## config.mk

```make
export PLATFORM = sky130hd
export DESIGN_NAME = nlms_scan
export DESIGN_NICKNAME = d
export VERILOG_FILES = /design/src/rtl/core/nlms_pkg.sv /design/src/rtl/core/nlms_scan.sv
export SDC_FILE = /design/constraint.sdc
export NUM_CORES = 1
export LEC_CHECK = 0
export ABC_AREA = 1
export BUFFER_PORTS_ARGS = -buffer_cell sky130_fd_sc_hd__buf_2
export CORE_MARGIN = 4
export CORE_UTILIZATION = 45
export CTS_CLUSTER_DIAMETER = 60
export DETAILED_ROUTE_END_ITERATION = 16
export GPL_TIMING_DRIVEN = 0
export PLACE_DENSITY_LB_ADDON = 0.15
export SLEW_MARGIN = 10
export SYNTH_ARGS = -nofsm -noshare
export SYNTH_HDL_FRONTEND = slang
export SYNTH_SLANG_ARGS = --single-unit
```

## constraint.sdc

```tcl
create_clock -name clk -period 3.2 [get_ports clk]
set_input_delay 0.32 -clock clk [delete_from_list [all_inputs] [get_ports clk]]
set_output_delay 0.32 -clock clk [all_outputs]
set_load 0.02 [all_outputs]
```

## src/rtl/core/nlms_pkg.sv

```systemverilog
package nlms_pkg;

  localparam int MAX_DIRECTIONS = 64;
  localparam int MAX_NEIGHBOURS = 16;
  localparam int DIR_W          = $clog2(MAX_DIRECTIONS);
  localparam int SLOT_W         = $clog2(MAX_NEIGHBOURS);
  localparam int CNT_W          = $clog2(MAX_NEIGHBOURS + 1);
  localparam int NB_AW          = DIR_W + SLOT_W;
  localparam int PRES_W         = 24;
  localparam int DIU_W          = 7;
  localparam int FUNC_W         = 2;
  localparam logic [DIU_W-1:0] DIU_RESET = DIU_W'(50);

  typedef enum logic [FUNC_W-1:0] {
    FN_PRES = 2'd0,
    FN_NB   = 2'd1,
    FN_CNT  = 2'd2,
    FN_SCAN = 2'd3
  } func_t;

  typedef enum logic [2:0] {
    S_IDLE,
    S_DIR,
    S_OWN,
    S_NB,
    S_CMP,
    S_REPORT,
    S_NEXT,
    S_FINISH
  } state_t;

  typedef struct packed {
    logic              we_pres;
    logic              we_nb;
    logic              we_cnt;
    logic [DIR_W-1:0]  dir;
    logic [SLOT_W-1:0] slot;
    logic [DIR_W-1:0]  nidx;
    logic [CNT_W-1:0]  cnt;
    logic [PRES_W-1:0] pval;
  } wr_t;

  typedef struct packed {
    logic [DIR_W-1:0] pres_addr;
    logic [DIR_W-1:0] cnt_addr;
    logic [NB_AW-1:0] nb_addr;
  } rd_req_t;

  typedef struct packed {
    logic [PRES_W-1:0] pres;
    logic [CNT_W-1:0]  cnt;
    logic [DIR_W-1:0]  nb;
  } rd_rsp_t;

endpackage

```

## src/rtl/core/nlms_scan.sv

```systemverilog
module nlms_scan (
  input  logic                         clk,
  input  logic                         rst_n,
  input  logic                         start,
  input  logic [nlms_pkg::DIU_W-1:0]   diu,
  output logic                         busy,
  output nlms_pkg::rd_req_t            req,
  input  nlms_pkg::rd_rsp_t            rsp,
  output logic                         out_valid,
  input  logic                         out_stall,
  output logic [nlms_pkg::DIR_W-1:0]   out_peak_direction,
  output logic                         out_found,
  output logic                         out_last
);
  import nlms_pkg::*;

  state_t            state_r, state_nxt;
  logic [DIU_W-1:0]  limit_r, limit_nxt;
  logic [DIR_W-1:0]  d_r, d_nxt;
  logic [CNT_W-1:0]  k_r, k_nxt;
  logic [CNT_W-1:0]  cnt_r, cnt_nxt;
  logic [PRES_W-1:0] own_r, own_nxt;
  logic              pend_valid_r, pend_valid_nxt;
  logic [DIR_W-1:0]  pend_dir_r, pend_dir_nxt;
  logic              out_valid_r, out_valid_nxt;
  logic [DIR_W-1:0]  out_dir_r, out_dir_nxt;
  logic              out_found_r, out_found_nxt;
  logic              out_last_r, out_last_nxt;

  logic              out_free;
  logic [DIU_W-1:0]  limit_sat;
  logic [CNT_W-1:0]  k_inc;
  logic              nb_skip;
  logic [DIR_W-1:0]  pres_addr;

  assign out_free  = !out_valid_r || !out_stall;
  assign limit_sat = (diu > DIU_W'(MAX_DIRECTIONS)) ? DIU_W'(MAX_DIRECTIONS) : diu;
  assign k_inc     = k_r + CNT_W'(1);
  assign nb_skip   = ({1'b0, rsp.nb} >= (DIR_W + 1)'(MAX_DIRECTIONS));

  always_ff @(posedge clk) begin
    if (!rst_n) begin
      state_r      <= S_IDLE;
      pend_valid_r <= 1'b0;
      out_valid_r  <= 1'b0;
    end else begin
      state_r      <= state_nxt;
      pend_valid_r <= pend_valid_nxt;
      out_valid_r  <= out_valid_nxt;
    end
  end

  always_ff @(posedge clk) begin
    limit_r     <= limit_nxt;
    d_r         <= d_nxt;
    k_r         <= k_nxt;
    cnt_r       <= cnt_nxt;
    own_r       <= own_nxt;
    pend_dir_r  <= pend_dir_nxt;
    out_dir_r   <= out_dir_nxt;
    out_found_r <= out_found_nxt;
    out_last_r  <= out_last_nxt;
  end

  always_comb begin
    state_nxt      = state_r;
    limit_nxt      = limit_r;
    d_nxt          = d_r;
    k_nxt          = k_r;
    cnt_nxt        = cnt_r;
    own_nxt        = own_r;
    pend_valid_nxt = pend_valid_r;
    pend_dir_nxt   = pend_dir_r;
    out_valid_nxt  = out_valid_r && out_stall;
    out_dir_nxt    = out_dir_r;
    out_found_nxt  = out_found_r;
    out_last_nxt   = out_last_r;
    pres_addr      = d_r;

    unique case (state_r)
      S_IDLE: begin
        if (start) begin
          limit_nxt      = limit_sat;
          d_nxt          = '0;
          pend_valid_nxt = 1'b0;
          state_nxt      = (limit_sat == '0) ? S_FINISH : S_DIR;
        end
      end
      S_DIR: begin
        state_nxt = S_OWN;
      end
      S_OWN: begin
        own_nxt = rsp.pres;
        cnt_nxt = rsp.cnt;
        k_nxt   = '0;
        state_nxt = (rsp.cnt == '0) ? S_REPORT : S_NB;
      end
      S_NB: begin
        pres_addr = rsp.nb;
        if (nb_skip) begin
          k_nxt     = k_inc;
          state_nxt = (k_inc == cnt_r) ? S_REPORT : S_NB;
        end else begin
          state_nxt = S_CMP;
        end
      end
      S_CMP: begin
        if (rsp.pres < own_r) begin
          state_nxt = S_NEXT;
        end else begin
          k_nxt     = k_inc;
          state_nxt = (k_inc == cnt_r) ? S_REPORT : S_NB;
        end
      end
      S_REPORT: begin
        if (!pend_valid_r) begin
          pend_valid_nxt = 1'b1;
          pend_dir_nxt   = d_r;
          state_nxt      = S_NEXT;
        end else if (out_free) begin
          out_valid_nxt = 1'b1;
          out_dir_nxt   = pend_dir_r;
          out_found_nxt = 1'b1;
          out_last_nxt  = 1'b0;
          pend_dir_nxt  = d_r;
          state_nxt     = S_NEXT;
        end
      end
      S_NEXT: begin
        if (({1'b0, d_r} + DIU_W'(1)) == limit_r) begin
          state_nxt = S_FINISH;
        end else begin
          d_nxt     = d_r + DIR_W'(1);
          state_nxt = S_DIR;
        end
      end
      S_FINISH: begin
        if (out_free) begin
          out_valid_nxt  = 1'b1;
          out_dir_nxt    = pend_valid_r ? pend_dir_r : '0;
          out_found_nxt  = pend_valid_r;
          out_last_nxt   = 1'b1;
          pend_valid_nxt = 1'b0;
          state_nxt      = S_IDLE;
        end
      end
      default: begin
        state_nxt = S_IDLE;
      end
    endcase
  end

  assign req.pres_addr = pres_addr;
  assign req.cnt_addr  = d_r;
  assign req.nb_addr   = {d_r, k_nxt[SLOT_W-1:0]};

  assign busy               = (state_r != S_IDLE);
  assign out_valid          = out_valid_r;
  assign out_peak_direction = out_dir_r;
  assign out_found          = out_found_r;
  assign out_last           = out_last_r;

endmodule

```

==> run metrics <==
CTS Sinks 66; # DRC 0; number of setup buffers added after CTS 0; clk root buf clkbuf_8; max cap viols 0; Post-CTS Resized 0; Final Total Pwr between 3 and 4 mW; DR vias about 2900; cell count after synthesis a little over 400; minimum clock period around 2.8 ns; reg2reg setup slack 1.07 ns; CP Launch Type flip-flop; Comb pwr share 0.360; worst skew pair latency between 0.3 and 0.4 ns; sw frac 0.369; row count 32; initial drt markers about 100; Slew @ Worst Pin just over 0.7 ns; Psw about 1.3 mW; PD cells between 700 and 800 mW/mm^2; largest net degree at the start of global routing 25; Seq/Total Area, Yosys 0.519; mean cell area of the mapped netlist 8.81 sq um; layout cells sized above 1 0.240; CTS tree yes; final hold violation count 0; DR WL/cell around 12 um; CTS Buf Count 9; port bufs a little under 80; Leakage Power approximately 2.2 nW; Placed Cells about 600; Worst Skew between 0.008 and 0.009 ns; routed wire length 7070 um; YS warnings 0; reg-to-reg critical path startpoint state_r[1]; CP peak stage delay between 0.3 and 0.4 ns; worst setup path end req[0]; slowest library cell on the worst path edfxtp_1; htree depth 3; fin cells just over 600; # IOs 78; drt first pass iters 4; Max VDD drop 0.435 mV; Area Overhead vs Synth 21.8%; setup violators final 0; CP required about 2.9 ns; Clock Power Share 0.255; starting density of the core 0.467; Routed Antenna Nets 0; Vias/cell between 4 and 5; fmax 0.357 GHz; CP arrival ~2.5 ns; vias in the first global route around 2700; CP max FO 7; Core Area slightly below 0.008 sq mm; RR Endpoint d_r[3]; final net count between 500 and 600; worst r2r path cells 6; Cell Area, Synth between 0.003 and 0.004 sq mm; worst path cell trace inv_1 -> ha_1 -> nand2_1 -> nor2_1 -> nand2_1 -> inv_1 -> nand2_1 -> nand3_1 -> nor2_1 -> nand2_1 -> nand2_1 -> nand3_1 -> o21ai_0 -> buf_4 -> buf_2; post-DP HPWL about 5500 um; die span in x 98.0 um; initial antenna violation count 0; Reg power frac 0.385; Clk pin slew, worst setup/hold paths 0.08 ns; Netlist cell types 32; critical path's most frequent cell nand2_1; Die Area around 0.0096 sq mm; Worst Hold Slack roughly 0.16 ns; Slew Limit Fails 0; net count after synthesis a little under 500; GR Overflow Total 0; synthesized flop and latch total 66; period utilization 0.876; RSZ-0062 raised after global routing no; Crit Path Category reg2out; maximum clock path buffer count 2; Internal 2.16 mW; first-pass GRT wire length between 10000 and 15000 um; CP Capture Type output port; worst min-delay path category in2reg; worst slack, placed between 0.6 and 0.7 ns; Die Y between 90 and 100 um; status finished, final reports clean; GRT Total Usage 0.155; post-route worst setup slack about 0.40 ns; Crit. Startpoint own_r[19]; Placer Congestion roughly 0.83; Post-CTS Hold Buffers 0; # diodes 0; slew margin rel. 0.522
worst min path at each step:
stage	slack [ns]	from	end	cells past startpoint
6_report	0.16	rsp[11]	own_r[0]	1
5_1_grt	0.15	rsp[7]	cnt_r[1]	1
3_5_place_dp	0.51	rsp[6]	cnt_r[0]	1
4_1_cts	0.15	rsp[6]	cnt_r[0]	1
2_1_floorplan	0.42	rsp[6]	cnt_r[0]	0
3_3_place_gp	0.51	rsp[6]	cnt_r[0]	1
state kept, by name (all words and copies together) (netlist names):
name and count:
cnt_r 5, d_r 6, k_r 5, limit_r 7
out_found 1, out_last 1, out_peak_direction 6, out_valid 1
own_r 24, pend_dir_r 6, pend_valid_r 1, state_r 3
layer usage:
metal / vias up / share of wire / global-route usage
met1: 1278 / 0.48 / 0.199
li1: 1505 / - / -
met4: 0 / 0.0096 / 0.0490
met5: - / 0 / 0
met3: 6 / 0.059 / 0.0486
met2: 64 / 0.46 / 0.250
cell usage in the layout (no fill, tap or decap), drive strengths merged:
master and instances:
nand2 102, buf 89, inv 87, edfxtp 57
nor2 46, ha 25, o21ai 15, nand3 15
a21oi 14, clkbuf 11, dfxtp 9, nand4 8
nor3 8, nand3b 5, bufinv 3, xor2 2
o22ai 2, o211ai 1, mux2 1, o21a 1
a41oi 1, or2 1, xnor2 1, o31ai 1
a31oi 1, clkinvlp 1, clkinv 1
synthesized netlist by cell type:
| cell type | count | area (sq um) |
|---|---|---|
| o21a_1 | 1 | 7.51 |
| edfxtp_1 | 57 | 1710 |
| mux2_2 | 1 | 11.3 |
| buf_2 | 1 | 5.00 |
| nand2_2 | 2 | 12.5 |
| clkbuf_1 | 2 | 7.51 |
| nand4_1 | 8 | 50.1 |
| or2_2 | 1 | 6.26 |
| ha_1 | 25 | 313 |
| nor3_1 | 7 | 35.0 |
| nand3_2 | 2 | 20.0 |
| xnor2_1 | 1 | 8.76 |
| o21ai_0 | 14 | 70.1 |
| a31oi_1 | 1 | 6.26 |
| o31ai_1 | 1 | 7.51 |
| inv_1 | 81 | 304 |
| buf_4 | 10 | 75.1 |
| o21ai_2 | 1 | 8.76 |
| nor2_1 | 42 | 158 |
| nor3_2 | 1 | 10.0 |
| dfxtp_1 | 9 | 180 |
| xor2_1 | 2 | 17.5 |
| nor2_4 | 1 | 11.3 |
| inv_2 | 4 | 15.0 |
| nor2_2 | 3 | 18.8 |
| o211ai_1 | 1 | 7.51 |
| a21oi_1 | 14 | 70.1 |
| a41oi_1 | 1 | 8.76 |
| nand3_1 | 13 | 65.1 |
| nand3b_1 | 5 | 37.5 |
| nand2_1 | 100 | 375 |
| o22ai_1 | 2 | 12.5 |
area by class of cell:
class | count | area [sq um]
buffer | 13 | 87.6
clock buffer | 9 | 124
clock inverter | 7 | 124
fill | 736 | 3360
inverter | 85 | 319
multi-input combinational | 250 | 1360
sequential | 66 | 1890
tap | 102 | 128
timing repair buffer | 78 | 413
per-stage QoR:
step	TNS [ns]	util	area (sq um)
floorplan	0	-	3650
global placement	-3.85	0.533	4160
detailed placement	0	0.537	4200
CTS	0	0.569	4440
global route	0	0.569	4440
finish	0	0.569	4440
power groups by stage:
| stage | registers, mW | clock network (mW) | logic (mW) |
|---|---|---|---|
| finish | 1.32 | 0.872 | 1.23 |
| global route | 1.34 | 0.925 | 1.40 |
| CTS | 1.32 | 0.885 | 1.24 |
| detailed placement | 1.34 | 0 | 1.24 |
| global placement | 1.34 | 0 | 1.18 |
| floorplan | 1.34 | 0 | 0.849 |
cells by family (layout without fill, tap and decap cells):
kind of cell,after synthesis,count (layout),share of synthesized area
simple gates,185,185,0.219
buf+inv,98,192,0.111
flops,66,66,0.519
compound gates,36,36,0.0546
fa+ha+maj,25,25,0.0858
xor+xnor,3,3,0.00721
mux,1,1,0.00309
worst max-delay path, delay by kind of cell (launching register included):
family	cells	cell delay, ns
and+or+nand+nor	9	1.02
buffers and inverters	4	0.40
DFF	1	0.37
adders and majority gates	1	0.23
AOI/OAI and AO/OA	1	0.11
(Power assumes the default switching activity.)
